--- config.mk ---
export PLATFORM = sky130hd
export DESIGN_NAME = first_fit_bitmap_allocator_core_flat
export DESIGN_NICKNAME = d
export VERILOG_FILES = /design/src/rtl/core/ffba_pkg.sv /design/src/rtl/core/ffba_if.sv /design/src/rtl/core/first_fit_bitmap_allocator_core.sv /design/src/rtl/core/ffba_ram.sv /design/src/rtl/core/ffba_window.sv /design/src/flat_wrapper.sv
export SDC_FILE = /design/constraint.sdc
export NUM_CORES = 1
export LEC_CHECK = 0
export ABC_AREA = 1
export BUFFER_PORTS_ARGS = -buffer_cell sky130_fd_sc_hd__buf_2
export CAP_MARGIN = 40
export CORE_AREA = 3 3 302 304
export DETAILED_ROUTE_END_ITERATION = 12
export DIE_AREA = 0 0 305 307
export MAX_ROUTING_LAYER = met4
export PLACE_DENSITY = 0.58
export SYNTH_ARGS = -nofsm -noshare
export SYNTH_HDL_FRONTEND = slang
export SYNTH_SLANG_ARGS = --single-unit
--- constraint.sdc ---
create_clock -name clock -period 6.2 [get_ports clock]
set_clock_uncertainty 0.05 [all_clocks]
set_input_delay 0.93 -clock clock [delete_from_list [all_inputs] [get_ports clock]]
set_output_delay 0.93 -clock clock [all_outputs]
set_load 0.005 [all_outputs]
--- src/rtl/core/ffba_pkg.sv ---
`default_nettype none
package ffba_pkg;

   localparam int WORD_W = 16;
   localparam int LOG_W  = 4;
   localparam int WIN_W  = 2 * WORD_W;
   localparam int POS_W  = LOG_W;
   localparam int SIZE_W = 4;

   localparam logic OP_ALLOC   = 1'b0;
   localparam logic OP_RELEASE = 1'b1;

   typedef logic [WIN_W-1:0] win_type;

   typedef struct packed {
      logic             found;
      logic [POS_W-1:0] pos;
      win_type          mask;
   } fit_type;

endpackage
`default_nettype wire

--- src/rtl/core/ffba_if.sv ---
`default_nettype none
interface ffba_req_if #(
   parameter int ADDR_W = 9
);
   logic                         valid;
   logic                         ready;
   logic                         op;
   logic [ffba_pkg::SIZE_W-1:0]  size;
   logic [ADDR_W-1:0]            start_req;

   modport source (output valid, op, size, start_req, input ready);
   modport sink   (input valid, op, size, start_req, output ready);
endinterface

interface ffba_rsp_if #(
   parameter int ADDR_W = 9
);
   logic              valid;
   logic              ready;
   logic              ok;
   logic [ADDR_W-1:0] base;

   modport source (output valid, ok, base, input ready);
   modport sink   (input valid, ok, base, output ready);
endinterface
`default_nettype wire

--- src/rtl/core/first_fit_bitmap_allocator_core.sv ---
`default_nettype none
// First-fit run allocator over a map of MEM_CELLS cells held as 16-bit words in one RAM.
// After reset the map is cleared one word per cycle, with req_chan.ready low. An allocate
// reads the map one word per cycle and checks each word together with the previous one, so
// the length of a scan is set by the single RAM read port; a zero or oversize request goes
// straight to the response. A release reads the start word, clears it and, if the run
// spans into it, the next word; a release that clears nothing goes straight to the response.
// One transaction is worked on at a time, and the result waits in rsp_chan until taken.
module first_fit_bitmap_allocator_core #(
   parameter int MEM_CELLS = 512,
   parameter int MAX_REQ   = 15
) (
   input  wire logic      clock,
   input  wire logic      reset,
   ffba_req_if.sink       req_chan,
   ffba_rsp_if.source     rsp_chan
);
   localparam int ADDR_W     = $clog2(MEM_CELLS);
   localparam int BASE_W     = ADDR_W + 1;
   localparam int W          = ffba_pkg::WORD_W;
   localparam int DEPTH      = (MEM_CELLS + W - 1) / W;
   localparam int IDX_W      = (DEPTH > 1) ? $clog2(DEPTH) : 1;
   localparam int CNT_W      = $clog2(DEPTH + 1);
   localparam int LAST_VALID = MEM_CELLS - (DEPTH - 1) * W;
   localparam logic [W-1:0]       PAD_MASK = ~((W'(1) << LAST_VALID) - W'(1));
   localparam logic [IDX_W-1:0]   LAST_IDX = IDX_W'(DEPTH - 1);
   localparam logic [7:0]         MAX_REQ_L = 8'(MAX_REQ);

   typedef enum logic [3:0] {
      ST_CLEAR, ST_IDLE, ST_SCAN, ST_AWR_LO, ST_REL_RD, ST_REL_LO, ST_REL_HI, ST_RESP
   } state_type;

   state_type                    state_ff, state_in;
   logic [CNT_W-1:0]             cnt_ff, cnt_in;
   logic [IDX_W-1:0]             chk_ff, chk_in;
   logic                         pend_ff, pend_in;
   logic [W-1:0]                 prev_ff, prev_in;
   logic [ffba_pkg::SIZE_W-1:0]  need_ff, need_in;
   logic [W-1:0]                 mask_lo_ff, mask_lo_in;
   logic [W-1:0]                 mask_hi_ff, mask_hi_in;
   logic                         hi_en_ff, hi_en_in;
   logic                         ok_ff, ok_in;
   logic [ADDR_W-1:0]            base_ff, base_in;

   logic                         ram_we;
   logic [IDX_W-1:0]             ram_waddr, ram_raddr;
   logic [W-1:0]                 ram_wdata, ram_rdata;
   logic [W-1:0]                 cur_used;
   ffba_pkg::fit_type            fit;
   logic                         accept;
   logic [BASE_W-1:0]            ws_wide, end_addr, start_addr;
   ffba_pkg::win_type            rmask;

   ffba_ram #(.WIDTH(W), .DEPTH(DEPTH)) u_map (
      .clock (clock),
      .we    (ram_we),
      .waddr (ram_waddr),
      .wdata (ram_wdata),
      .raddr (ram_raddr),
      .rdata (ram_rdata)
   );

   ffba_window u_window (
      .win_used ({cur_used, prev_ff}),
      .need     (need_ff),
      .fit      (fit)
   );

   assign req_chan.ready = (state_ff == ST_IDLE);
   assign rsp_chan.valid = (state_ff == ST_RESP);
   assign rsp_chan.ok    = ok_ff;
   assign rsp_chan.base  = base_ff;
   assign accept         = req_chan.valid && req_chan.ready;

   always_comb begin
      cur_used   = ram_rdata | ((chk_ff == LAST_IDX) ? PAD_MASK : '0);
      ws_wide    = BASE_W'(req_chan.start_req) >> ffba_pkg::LOG_W;
      rmask      = ((ffba_pkg::WIN_W'(1) << req_chan.size) - ffba_pkg::WIN_W'(1))
                   << req_chan.start_req[ffba_pkg::LOG_W-1:0];
      end_addr   = (BASE_W'(chk_ff) << ffba_pkg::LOG_W) + BASE_W'(fit.pos);
      start_addr = end_addr + BASE_W'(1) - BASE_W'(need_ff);

      state_in   = state_ff;
      cnt_in     = cnt_ff;
      chk_in     = chk_ff;
      pend_in    = pend_ff;
      prev_in    = prev_ff;
      need_in    = need_ff;
      mask_lo_in = mask_lo_ff;
      mask_hi_in = mask_hi_ff;
      hi_en_in   = hi_en_ff;
      ok_in      = ok_ff;
      base_in    = base_ff;

      ram_we     = 1'b0;
      ram_waddr  = chk_ff;
      ram_wdata  = '0;
      ram_raddr  = chk_ff;

      unique case (state_ff)
         ST_CLEAR: begin
            ram_we    = 1'b1;
            ram_waddr = cnt_ff[IDX_W-1:0];
            ram_wdata = '0;
            cnt_in    = cnt_ff + CNT_W'(1);
            if (cnt_ff[IDX_W-1:0] == LAST_IDX) begin
               state_in = ST_IDLE;
            end
         end
         ST_IDLE: begin
            if (accept) begin
               need_in = req_chan.size;
               if (req_chan.op == ffba_pkg::OP_ALLOC) begin
                  if (req_chan.size == '0 || 8'(req_chan.size) > MAX_REQ_L) begin
                     ok_in    = 1'b0;
                     base_in  = '0;
                     state_in = ST_RESP;
                  end else begin
                     cnt_in   = '0;
                     chk_in   = '0;
                     pend_in  = 1'b0;
                     prev_in  = '1;
                     state_in = ST_SCAN;
                  end
               end else begin
                  ok_in      = 1'b1;
                  base_in    = req_chan.start_req;
                  chk_in     = ws_wide[IDX_W-1:0];
                  mask_lo_in = rmask[W-1:0];
                  mask_hi_in = rmask[ffba_pkg::WIN_W-1:W];
                  hi_en_in   = (rmask[ffba_pkg::WIN_W-1:W] != '0)
                               && (ws_wide + BASE_W'(1) < BASE_W'(DEPTH));
                  if (req_chan.size == '0 || ws_wide >= BASE_W'(DEPTH)) begin
                     state_in = ST_RESP;
                  end else begin
                     state_in = ST_REL_RD;
                  end
               end
            end
         end
         ST_SCAN: begin
            ram_raddr = cnt_ff[IDX_W-1:0];
            pend_in   = (cnt_ff < CNT_W'(DEPTH));
            if (cnt_ff < CNT_W'(DEPTH)) begin
               cnt_in = cnt_ff + CNT_W'(1);
            end
            if (pend_ff) begin
               if (fit.found) begin
                  ram_we     = 1'b1;
                  ram_waddr  = chk_ff;
                  ram_wdata  = ram_rdata | fit.mask[ffba_pkg::WIN_W-1:W];
                  mask_lo_in = fit.mask[W-1:0];
                  ok_in      = 1'b1;
                  base_in    = start_addr[ADDR_W-1:0];
                  state_in   = (fit.mask[W-1:0] != '0) ? ST_AWR_LO : ST_RESP;
               end else if (chk_ff == LAST_IDX) begin
                  ok_in    = 1'b0;
                  base_in  = '0;
                  state_in = ST_RESP;
               end else begin
                  prev_in = cur_used;
                  chk_in  = chk_ff + IDX_W'(1);
               end
            end
         end
         ST_AWR_LO: begin
            ram_we    = 1'b1;
            ram_waddr = chk_ff - IDX_W'(1);
            ram_wdata = prev_ff | mask_lo_ff;
            state_in  = ST_RESP;
         end
         ST_REL_RD: begin
            ram_raddr = chk_ff;
            state_in  = ST_REL_LO;
         end
         ST_REL_LO: begin
            ram_we    = 1'b1;
            ram_waddr = chk_ff;
            ram_wdata = ram_rdata & ~mask_lo_ff;
            ram_raddr = chk_ff + IDX_W'(1);
            state_in  = hi_en_ff ? ST_REL_HI : ST_RESP;
         end
         ST_REL_HI: begin
            ram_we    = 1'b1;
            ram_waddr = chk_ff + IDX_W'(1);
            ram_wdata = ram_rdata & ~mask_hi_ff;
            state_in  = ST_RESP;
         end
         ST_RESP: begin
            if (rsp_chan.ready) begin
               state_in = ST_IDLE;
            end
         end
         default: begin
            state_in = ST_IDLE;
         end
      endcase
   end

   always_ff @(posedge clock) begin
      if (reset) begin
         state_ff <= ST_CLEAR;
         cnt_ff   <= '0;
         pend_ff  <= 1'b0;
      end else begin
         state_ff <= state_in;
         cnt_ff   <= cnt_in;
         pend_ff  <= pend_in;
      end
      chk_ff     <= chk_in;
      prev_ff    <= prev_in;
      need_ff    <= need_in;
      mask_lo_ff <= mask_lo_in;
      mask_hi_ff <= mask_hi_in;
      hi_en_ff   <= hi_en_in;
      ok_ff      <= ok_in;
      base_ff    <= base_in;
   end

   a_one_side: assert property (@(posedge clock) disable iff (reset)
      !(req_chan.ready && rsp_chan.valid))
      else $error("request taken while a result is pending");

   a_fail_base: assert property (@(posedge clock) disable iff (reset)
      (rsp_chan.valid && !rsp_chan.ok) |-> (rsp_chan.base == '0))
      else $error("failed allocation reports a nonzero base");

   a_zero_alloc: assert property (@(posedge clock) disable iff (reset)
      (accept && req_chan.op == ffba_pkg::OP_ALLOC && req_chan.size == '0)
      |=> (rsp_chan.valid && !rsp_chan.ok))
      else $error("zero-size allocation not refused at once");

   a_zero_release: assert property (@(posedge clock) disable iff (reset)
      (accept && req_chan.op == ffba_pkg::OP_RELEASE && req_chan.size == '0)
      |=> (rsp_chan.valid && rsp_chan.ok && rsp_chan.base == $past(req_chan.start_req)))
      else $error("zero-size release result wrong");

   a_alloc_in_map: assert property (@(posedge clock) disable iff (reset)
      (rsp_chan.valid && rsp_chan.ok && state_ff == ST_RESP)
      |-> (BASE_W'(rsp_chan.base) < BASE_W'(MEM_CELLS)
           || $past(state_ff) != ST_SCAN && $past(state_ff) != ST_AWR_LO))
      else $error("allocated base outside the map");
endmodule
`default_nettype wire

--- src/rtl/core/ffba_ram.sv ---
`default_nettype none
module ffba_ram #(
   parameter int WIDTH = 16,
   parameter int DEPTH = 32
) (
   input  wire logic                                          clock,
   input  wire logic                                          we,
   input  wire logic [((DEPTH > 1) ? $clog2(DEPTH) : 1)-1:0]  waddr,
   input  wire logic [WIDTH-1:0]                              wdata,
   input  wire logic [((DEPTH > 1) ? $clog2(DEPTH) : 1)-1:0]  raddr,
   output logic      [WIDTH-1:0]                              rdata
);
   logic [WIDTH-1:0] mem [DEPTH];

   always_ff @(posedge clock) begin
      if (we) begin
         mem[waddr] <= wdata;
      end
      rdata <= mem[raddr];
   end
endmodule
`default_nettype wire

--- src/rtl/core/ffba_window.sv ---
`default_nettype none
module ffba_window (
   input  wire ffba_pkg::win_type                win_used,
   input  wire logic [ffba_pkg::SIZE_W-1:0]      need,
   output ffba_pkg::fit_type                     fit
);
   logic [5:0]                     sh;
   ffba_pkg::win_type              base_mask;
   logic [ffba_pkg::WORD_W-1:0]    hit;

   always_comb begin
      sh        = 6'(ffba_pkg::WORD_W + 1) - {2'b00, need};
      base_mask = ((ffba_pkg::WIN_W'(1) << need) - ffba_pkg::WIN_W'(1)) << sh;
      for (int j = 0; j < ffba_pkg::WORD_W; j++) begin
         hit[j] = (need != '0) && ((win_used & (base_mask << j)) == '0);
      end
      fit.found = |hit;
      fit.pos   = '0;
      for (int j = ffba_pkg::WORD_W - 1; j >= 0; j--) begin
         if (hit[j]) begin
            fit.pos = ffba_pkg::POS_W'(j);
         end
      end
      fit.mask = base_mask << fit.pos;
   end
endmodule
`default_nettype wire
--- src/flat_wrapper.sv ---
// flat-port wrapper written by rule: the top's interface ports become plain ports
module first_fit_bitmap_allocator_core_flat 
#(
   parameter int MEM_CELLS = 512,
   parameter int MAX_REQ   = 15
)
  (clock, reset, req_chan_valid, req_chan_op, req_chan_size, req_chan_start_req, req_chan_ready, rsp_chan_valid, rsp_chan_ok, rsp_chan_base, rsp_chan_ready);
  ffba_req_if req_chan_i ();
  ffba_rsp_if rsp_chan_i ();
  input  wire logic clock;
  input  wire logic reset;
  input wire logic [$bits(req_chan_i.valid)-1:0] req_chan_valid;
  input wire logic [$bits(req_chan_i.op)-1:0] req_chan_op;
  input wire logic [$bits(req_chan_i.size)-1:0] req_chan_size;
  input wire logic [$bits(req_chan_i.start_req)-1:0] req_chan_start_req;
  output wire logic [$bits(req_chan_i.ready)-1:0] req_chan_ready;
  output wire logic [$bits(rsp_chan_i.valid)-1:0] rsp_chan_valid;
  output wire logic [$bits(rsp_chan_i.ok)-1:0] rsp_chan_ok;
  output wire logic [$bits(rsp_chan_i.base)-1:0] rsp_chan_base;
  input wire logic [$bits(rsp_chan_i.ready)-1:0] rsp_chan_ready;
  assign req_chan_i.valid = req_chan_valid;
  assign req_chan_i.op = req_chan_op;
  assign req_chan_i.size = req_chan_size;
  assign req_chan_i.start_req = req_chan_start_req;
  assign req_chan_ready = req_chan_i.ready;
  assign rsp_chan_valid = rsp_chan_i.valid;
  assign rsp_chan_ok = rsp_chan_i.ok;
  assign rsp_chan_base = rsp_chan_i.base;
  assign rsp_chan_i.ready = rsp_chan_ready;
  first_fit_bitmap_allocator_core #(.MEM_CELLS(MEM_CELLS), .MAX_REQ(MAX_REQ)) u_core (.clock(clock), .reset(reset), .req_chan(req_chan_i), .rsp_chan(rsp_chan_i));
endmodule
; Word level (Yosys, flattened, before mapping)
; Memory sizes are Yosys's and may differ from the RTL's. A register that Yosys moved wholly into a read port is not among the register bits.
; Index checks and enable logic that the tools add are counted.
; Widths: inputs -> output; s select.
[classes]
eq_ne = 23
n_bitwise = 22
mul = 0
order_cmp = 3
add_sub_neg = 10
div = 0
shift = 5
muxes = 80
n_reduce_logical = 54
[ops]
columns = op, count
row1 = $and 32x32->32, 16
row2 = $logic_not 32->1, 16
row3 = $mux 16, 12
row4 = $mux 4, 23
row5 = $pmux 16 s2, 2
row6 = $pmux 16 s4, 1
row7 = $shl 1x4->32 const A, 2
row8 = $shl 32x4->32, 2
row9 = $sub 32x2->32 const B, 2
row10 = $mux 9, 6
row11 = $and 16x16->16, 2
row12 = $not 16->16, 2
row13 = $or 16x16->16, 2
row14 = $reduce_bool 16->1, 2
row15 = $shl 32x6->32, 1
row16 = $mux 5, 6
row17 = $pmux 4 s7, 1
row18 = $mux 6, 4
row19 = $pmux 5 s2, 2
row20 = $reduce_and 5->1, 4
row21 = $logic_and 1x1->1, 18
row22 = $pmux 6 s3, 1
row23 = $pmux 9 s2, 1
row24 = $eq 4x3->1 const B, 4
row25 = 36 further kinds, 65
[totals]
latch_bits = 0
n_memories = 1
regBits = 79
output_inout_bits = 12
rom_bits = 0
mem_bits_rw = 512
[memory_table]
columns = name, words, word_bits, read_ports, rd_clocked_by_memory_dff, wr, line
row1 = u_core.u_map.mem, 32, 16, 1, 1, 1, ffba_ram.sv:13  ; logic [WIDTH-1:0] mem [DEPTH];

; Longest topological paths before layout
; Gate-level depths: netlist of run 1.
[logic_depth]
ltp_word = 28
ltp_mapped = 51
depth_no_buf = 47

; By module
; A second synthesis of run 1 with hierarchy kept.
[hier_totals]
cells_unflattened = 3608
area_unflattened_um2 = 32398.6
[by_module_without_submodules]
columns = mod, area_per_inst_um2, instances, cells_per_inst
row1 = ffba_ram, 21301.7, 1, 1794
row2 = first_fit_bitmap_allocator_core, 5844.4, 1, 758
row3 = ffba_window, 5252.5, 1, 1056

; Worst setup path before layout of run 1
; OpenSTA, ideal clock, no wires.
[synth_path]
kind = register to register
startpoint = register u_core.need_ff[1] (netlist bit)
endpoint = register u_core.base_ff[7] (netlist: u_core.rsp_chan.base[7]), data pin
synth_period_minus_slack_ns = 5.736
path_stages_with_launch = 37
t_arrival_ns = 5.420
setup_ns = 0.267
slack_ns = 0.464
cell_sequence = edfxtp_1 > buf_2 > inv_2 > nand2_1 > buf_6 > nor2_2 > inv_1 > buf_2 > ha_1 > or2_2 > nand3_1 > nand3_1 > nand2_1 > a21oi_1 > nor2_1 > inv_2 > buf_4 > o22ai_1 > nor2_1 > nand4_1 > and2_1 > a21oi_1 > or2_1 > a21oi_2 > inv_2 > buf_4 > buf_2 > ha_1 > inv_1 > ha_1 > fa_1 > a31oi_1 > nor2_1 > o21ai_0 > nand2_1 > xor2_1 > o22ai_1
[synth_via]
elab_chain_cells = 28
word_cells_on_any_way = 76
cone_classes = add/sub (5) / shift (2) / mux (19) / bitwise (16) / reduce/logical (34)
[synth_rtl]
columns = item, line
row1 = from (decl), first_fit_bitmap_allocator_core.sv:38  ; logic [ffba_pkg::SIZE_W-1:0] need_ff, need_in;
row2 = from (signal assigned), first_fit_bitmap_allocator_core.sv:212  ; need_ff <= need_in;
row3 = $shl 1x4->32, ffba_window.sv:13  ; base_mask = ((ffba_pkg::WIN_W'(1) << need) - ffba_pkg::WIN_W'(1)) << sh;
row4 = $sub 32x2->32, ffba_window.sv:13
row5 = $shl 32x6->32, ffba_window.sv:13
row6 = $and 32x32->32, ffba_window.sv:15  ; hit[j] = (need != '0) && ((win_used & (base_mask << j)) == '0);
row7 = $logic_not 32->1, ffba_window.sv:15
row8 = $logic_and 1x1->1, ffba_window.sv:15
row9 = $mux 4 (16 in series), ffba_window.sv:20  ; if (hit[j]) begin
row10 = $add 9x4->9, first_fit_bitmap_allocator_core.sv:80  ; end_addr = (BASE_W'(chk_ff) << ffba_pkg::LOG_W) + BASE_W'(fit.pos);
row11 = $add 9x1->9, first_fit_bitmap_allocator_core.sv:81  ; start_addr = end_addr + BASE_W'(1) - BASE_W'(need_ff);
row12 = $sub 9x4->9, first_fit_bitmap_allocator_core.sv:81
row13 = $mux 9 *, first_fit_bitmap_allocator_core.sv:148  ; if (fit.found) begin
row14 = $mux 9 *, first_fit_bitmap_allocator_core.sv:147  ; if (pend_ff) begin
row15 = $pmux 9 s2 *, first_fit_bitmap_allocator_core.sv:100  ; unique case (state_ff)
row16 = net u_core.base_in[7], first_fit_bitmap_allocator_core.sv:43  ; logic [ADDR_W-1:0] base_ff, base_in;
row17 = to (signal assigned), first_fit_bitmap_allocator_core.sv:217  ; base_ff <= base_in;
row18 = to (decl), first_fit_bitmap_allocator_core.sv:43
; The timed path passes the listed nets; every way through them passes the cells marked *. The select of a mux whose other input is x is not followed.
; A chain may end at the register's enable or synchronous reset.

; Final worst setup path of run 1
[layout_path]
startpoint = register u_core.need_ff[2] (netlist bit)
endpoint = memory u_core.u_map.mem[12][12], data pin
[layout_via]
elab_chain_cells = 27
word_cells_on_any_way = 75
cone_classes = add/sub (2) / shift (3) / mux (19) / bitwise (17) / reduce/logical (34)
[layout_rtl]
columns = item, line
row1 = $shl 1x4->32, ffba_window.sv:13
row2 = $sub 32x2->32, ffba_window.sv:13
row3 = $shl 32x6->32, ffba_window.sv:13
row4 = $and 32x32->32, ffba_window.sv:15
row5 = $logic_not 32->1, ffba_window.sv:15
row6 = $logic_and 1x1->1, ffba_window.sv:15
row7 = $mux 4 (16 in series), ffba_window.sv:20
row8 = $shl 32x4->32, ffba_window.sv:24  ; fit.mask = base_mask << fit.pos;
row9 = $or 16x16->16, first_fit_bitmap_allocator_core.sv:151  ; ram_wdata = ram_rdata | fit.mask[ffba_pkg::WIN_W-1:W];
row10 = $mux 16 *, first_fit_bitmap_allocator_core.sv:148
row11 = $mux 16 *, first_fit_bitmap_allocator_core.sv:147
row12 = $pmux 16 s4 *, first_fit_bitmap_allocator_core.sv:100
row13 = net u_core.ram_wdata[12], first_fit_bitmap_allocator_core.sv:47  ; logic [W-1:0] ram_wdata, ram_rdata;
row14 = to (decl), ffba_ram.sv:13
; The timed path passes the listed nets; every way through them passes the cells marked *.

==> flow_summary.toml, run 1 <==
[final_layout]
multi_input_area_um2 = 11600
layout_common_cells = "580 x edfxtp_1, 570 x nand2_1, 272 x nor2_1"
relative_area_change_from_synthesis_to_final_layout_pct = 14.8
final_common_cell = "edfxtp_1"
post-route-cell-area_um2 = 35500
drive_above_1_share_pct = 12.3
insertedDiodeCount = 0
num-nets-final = 3183
layout.area.seq_um2 = 17900
n_fill_cell = 8506

[yosys]
synth_ff_type = "edfxtp_1"
async_sr_flop_fraction_pct = 0
ys_ff_latch = 606
synth.lib_cells_used.distinct = 57
synthesis.area_per_instance_um2 = 10.1
syn_nets = 3107
yosysSeqAreaShare_pct = 58.1
netlist_instances = 3062
yosys_warnings = 0
syn_area_um2 = 30900
synth_edf_count = 580

[timing]
post_route_fraction_of_the_period_consumed_by_the_critical_path_pct = 95.3
max_slew_margin_pct = 30.0
final-setup-viol-count = 0
final-hold-violation-count = 0
final_period_minus_worst_setup_slack_ns = 5.91
worst-slew-pin-transition_ns = 1.05
finalWorstSetupSlack_ns = 0.294
max_clock_freq_ghz = 0.169
slew_violations = 0

[clock_network]
clkSinkCount = 606
tritoncts_clock_tree = "done"
clkTransAtPathRegs_ns = 0.06
ctsHtreeMaxLevel = 2
worst_skew_pair.late_latency_ns = 0.64
cts_hold_repair.buffers = 0
clk_root_buffer_cell = "clkbuf_16"
cts_buf_count = 58
maximum_buffer_depth_of_the_clock_tree = 3

[drt]
route.detailed.wl_per_inst_um = 24.6
dr.first_iter.drc_count = 3283
route.antenna.remaining_nets = 0
first_pass_iters = 10
detail_route.drc_violations = 0
finalWirelength_mm = 107
vias = 25307
avgViaCountPerCell = 5.82

[placement]
pre_cts_slack_ns = 0.0703
io_buffers = 29
place_congestion = 1.02
placed_area_um2 = 33500
detailed_place_hpwl_mm = 71.3

[critical_path]
path_common_cell = "nand2_1"
worst-path-max-fanout = 33
crit_end_category = "register"
timing.critical_path.max_delay_family = "simple AND/OR/NAND/NOR gates"
critical_path_arrival_ns = 6.21
timing.critical_path.slowest_cell_delay_ns = 0.43
worstPathBufferInverterCount = 9
cp-start-kind = "register"
path_class = "reg -> reg"
required_ns = 6.50
cp_slowest_cell = "nor4_2"

[global_routing]
gr-total-overflow = 0
antenna_found_initial = 0
grt_usage_pct = 22.7
maximum_number_of_pins_on_one_net_before_global_route_repair = 158
first_pass_grt_wire_length_mm = 157
first_global_vias = 23236

[die]
std_cell_rows = 109
initial_core_util_pct = 34.9
die_area_um2 = 93600
coreArea_um2 = 88500
die_x_um = 305
io-pin-count = 30
die-height_um = 307

[pwr]
irDropWorstVdd_mv = 0.301
leakage_nw = 12.2
power_density_nw_per_um2 = 379

[min_path]
timing.hold.worst.class = "reg -> reg"

[outcome]
status = "complete, no violations"

[flow_run]
drv_cap = 0
-- stage by stage --
stage	power, mW	TNS (ns)	util, %	hold WS [ns]	cells
6_report	13.4	0	40.1	0.467	4350
5_1_grt	14.0	-0.0249	40.1	0.480	4350
4_1_cts	13.3	0	39.9	0.456	4349
3_5_place_dp	9.78	0	37.8	0.448	4242
3_3_place_gp	9.82	-0.104	37.8	0.444	4241
2_1_floorplan	7.89	0	-	0.401	3062
-- cells in the mapped netlist (all sizes together) (19+ instances only) --
cell type  instances  share of area, %
a21oi             63               1.0
edfxtp           580                56
o211ai            32              0.78
buf               67               1.2
a31oi             43              0.87
o22ai             99               2.0
inv              180               2.2
nand2            580               7.2
o21ai            262               4.3
ha                26               1.1
nand4             41              0.83
nor2             288               3.6
clkbuf           131               1.6
dfxtp             26               1.7
mux2i            124               4.0
nor3              19              0.31
nor4              22              0.45
nand3            236               4.0
o221ai           131               3.7
-- flip-flops by register name, indices dropped and copies added (netlist names) --
| name | flops |
|---|---|
| u_core.chk_ff | 5 |
| u_core.need_ff | 4 |
| u_core.rsp_chan.ok | 1 |
| u_core.mask_hi_ff | 16 |
| u_core.state_ff | 3 |
| u_core.prev_ff | 16 |
| u_core.rsp_chan.base | 9 |
| u_core.u_map.rdata | 16 |
| u_core.cnt_ff | 6 |
| u_core.pend_ff | 1 |
| u_core.hi_en_ff | 1 |
| u_core.u_map.mem | 512 |
| u_core.mask_lo_ff | 16 |
-- metal layers --
layer,vias up,part of all wire [%],GRT usage (%)
li1,11440,-,-
met1,12444,44,31.5
met3,262,7.5,3.20
met4,0,4.0,8.49
met5,-,0,-
met2,1161,45,33.8
-- worst reg2reg max path, delay by kind of cell, from the launching register on --
family,cells,cell delay (ns)
AND/OR/NAND/NOR,16,1.83
buffers and inverters,9,1.46
adder cells (fa/ha/maj),1,0.32
AO/OA/AOI/OAI,9,1.55
flip-flops,1,0.40
-- what timing repair did --
item | in CTS | in global routing
gates resized for setup | 0 | 29
buffers inserted | 0 | 1
setup endpoints to repair | 0 | 828
-- where the power goes --
group / switching (mW) / internal (mW)
clock network: 1.54 / 1.96
logic: 3.37 / 1.47
registers: 0.246 / 4.84
total: 5.16 / 8.27
-- logic make-up (layout without fill, tap and decap cells) --
family	after synthesis	after routing	synth area share [%]
simple gates	1198	1198	16.6
mux	124	124	4.02
fa+ha+maj	27	27	1.12
compound gates	705	705	14.8
flops	606	606	58.1
xor+xnor	13	13	0.369
buf+inv	389	512	5.10
-- final cells by class --
class,count,share of cell area (%)
Inverter,191,2.05
Timing Repair Buffer,214,5.31
Multi-Input combinational cell,2067,32.7
Tap cell,1165,4.11
Sequential cell,606,50.6
Clock buffer,70,4.28
Clock inverter,37,1.00
-- path summary, 6_finish.rpt --
kind / from / endpoint / slack, ns / cells past startpoint
worst min-delay path: u_core.pend_ff / u_core.pend_ff / 0.47 / 2
worst max-delay path: u_core.need_ff[2] / u_core.u_map.mem[12][12] / 0.29 / 35
worst min register to register: u_core.pend_ff / u_core.pend_ff / 0.47 / 2
worst max register to register: u_core.need_ff[2] / u_core.u_map.mem[12][12] / 0.29 / 35
Note: power is estimated with default switching activity, not from simulation.
==> inputs of run 2 (changes only) <==
Settings changed: REMOVE_ABC_BUFFERS from default to 1.
==> run 2 against run 1 <==
First-iteration DRC count is 3.0% lower. Non-clock buffer count fell by 18. Register-to-register slack hardly changed. Sequential share of layout area shrank 0.19 points. Via count down 0.49%. Combinational power down 5.0%. Critical endpoint is now u_core.u_map.mem[14][14]. Highest routed layer unchanged.
==> flow_summary.toml, run 2 (synthesis gave the netlist of run 1 again) <==
[outcome]
status = "complete, no violations"

[timing]
max_slew_margin_pct = 40.0
max_clock_freq_ghz = 0.170
final-hold-violation-count = 0
final.setup.tns_ns = 0
final_period_minus_worst_setup_slack_ns = 5.89
fin_worst_hold_slack_ns = 0.447
slew_violations = 0
post_route_fraction_of_the_period_consumed_by_the_critical_path_pct = 95.0
final-setup-viol-count = 0
finalWorstSetupSlack_ns = 0.307
worst-slew-pin-transition_ns = 0.894

[clock_network]
tritoncts_clock_tree = "done"
clkSinkCount = 606
cts_buf_count = 57
ctsHtreeMaxLevel = 2
maximum_buffer_depth_of_the_clock_tree = 3
worst_skew_pair.late_latency_ns = 0.63
clkTransAtPathRegs_ns = 0.06
clk_root_buffer_cell = "clkbuf_16"

[pwr]
irDropWorstVdd_mv = 0.291
power_density_nw_per_um2 = 375
total_power_mw = 13.4
leakage_nw = 12.2

[global_routing]
maximum_number_of_pins_on_one_net_before_global_route_repair = 106
first_global_vias = 23047
first_pass_grt_wire_length_mm = 154
grt_usage_pct = 22.1
gr-total-overflow = 0
antenna_found_initial = 2

[final_layout]
multi_input_area_um2 = 11600
flip_flop_count_of_the_largest_register_after_layout = 512
layout_common_cells = "580 x edfxtp_1, 569 x nand2_1, 269 x nor2_1"
regMostFlops = "u_core.u_map.mem"
n_fill_cell = 8516
relative_area_change_from_synthesis_to_final_layout_pct = 15.2
drive_above_1_share_pct = 12.2
num-nets-final = 3164
layout.core_utilization_pct = 40.2
final_common_cell = "edfxtp_1"
final-instance-count-excl-fill = 4335
layout.area.seq_um2 = 17900
post-route-cell-area_um2 = 35600

[min_path]
whs_path_depth = 2
timing.hold.worst.class = "reg -> reg"

[placement]
pre_cts_slack_ns = 0.0507
placed_area_um2 = 33400
placed_cells = 4211
detailed_place_hpwl_mm = 69.5
place_congestion = 1.05
io_buffers = 29

[die]
io-pin-count = 30
std_cell_rows = 109
initial_core_util_pct = 34.9
die-height_um = 307
coreArea_um2 = 88500
die_x_um = 305
die_area_um2 = 93600

[critical_path]
cp_slowest_cell = "edfxtp_1"
crit_end_category = "register"
timing.critical_path.slowest_cell_delay_ns = 0.48
worst-path-max-fanout = 24
path_common_cell = "nand2_1"
worst_r2r_path_depth = 43
required_ns = 6.49
path_class = "reg -> reg"
cp-start-kind = "register"
critical_path_arrival_ns = 6.18

[drt]
detail_route.drc_violations = 0
route.antenna.remaining_nets = 0
dr.first_iter.drc_count = 3184
first_pass_iters = 6
avgViaCountPerCell = 5.81
route.detailed.wl_per_inst_um = 24.0
finalWirelength_mm = 104
vias = 25182

[flow_run]
drv_cap = 0
## run 2: cell types whose count changed in the layout (fill, tap and decap cells not counted), moves of 5 or more
| cell | previous run | this run |
|---|---|---|
| a211oi_1 | 4 | 10 |
| a211oi_2 | 6 | 0 |
| buf_12 | 27 | 40 |
| buf_4 | 156 | 125 |
| clkinv_1 | 21 | 15 |
| inv_1 | 156 | 151 |
| inv_2 | 23 | 28 |
## run 2: area by class of cell
class                   count  area share [%]
clock inverters            35            1.23
well taps                1165            4.09
clock buffers              73            4.26
repair buffers            196            5.34
multi-input cells        2067            32.6
flip-flops and latches    606            50.4
inverters                 191            2.06
diodes                      2          0.0141
## run 2: metal layers
layer / up-vias / wire length [um] / GRT usage, %
met5: - / 0 / -
met4: 0 / 2980 / 5.73
met3: 260 / 8770 / 3.11
met2: 1271 / 47100 / 33.8
met1: 12228 / 45300 / 31.1
li1: 11423 / - / -
## run 2: final timing paths
| check | to | slack, ns | start |
|---|---|---|---|
| max | u_core.u_map.mem[14][14] | 0.31 | u_core.need_ff[2] |
| min | u_core.pend_ff | 0.45 | u_core.pend_ff |
| max reg2reg | u_core.u_map.mem[14][14] | 0.31 | u_core.need_ff[2] |
| min reg2reg | u_core.pend_ff | 0.45 | u_core.pend_ff |
## run 2: what timing repair did
item,in CTS,in global routing
buffers inserted,0,14
hold buffers,0,0
gates resized for setup,0,38
endpoints found under the setup margin,0,281
## run 2: report_power, final
group	internal (mW)	switching, mW
Clock	2.08	1.54
Combinational	1.39	3.21
Sequential	4.84	0.298
Total	8.31	5.05
## run 2: critical path: cells and delay by family (launching register included)
family | cells | cell delay [ns]
fa+ha+maj | 1 | 0.32
compound gates | 5 | 0.79
simple gates | 30 | 2.79
mux | 1 | 0.16
buf+inv | 6 | 1.00
flops | 1 | 0.48
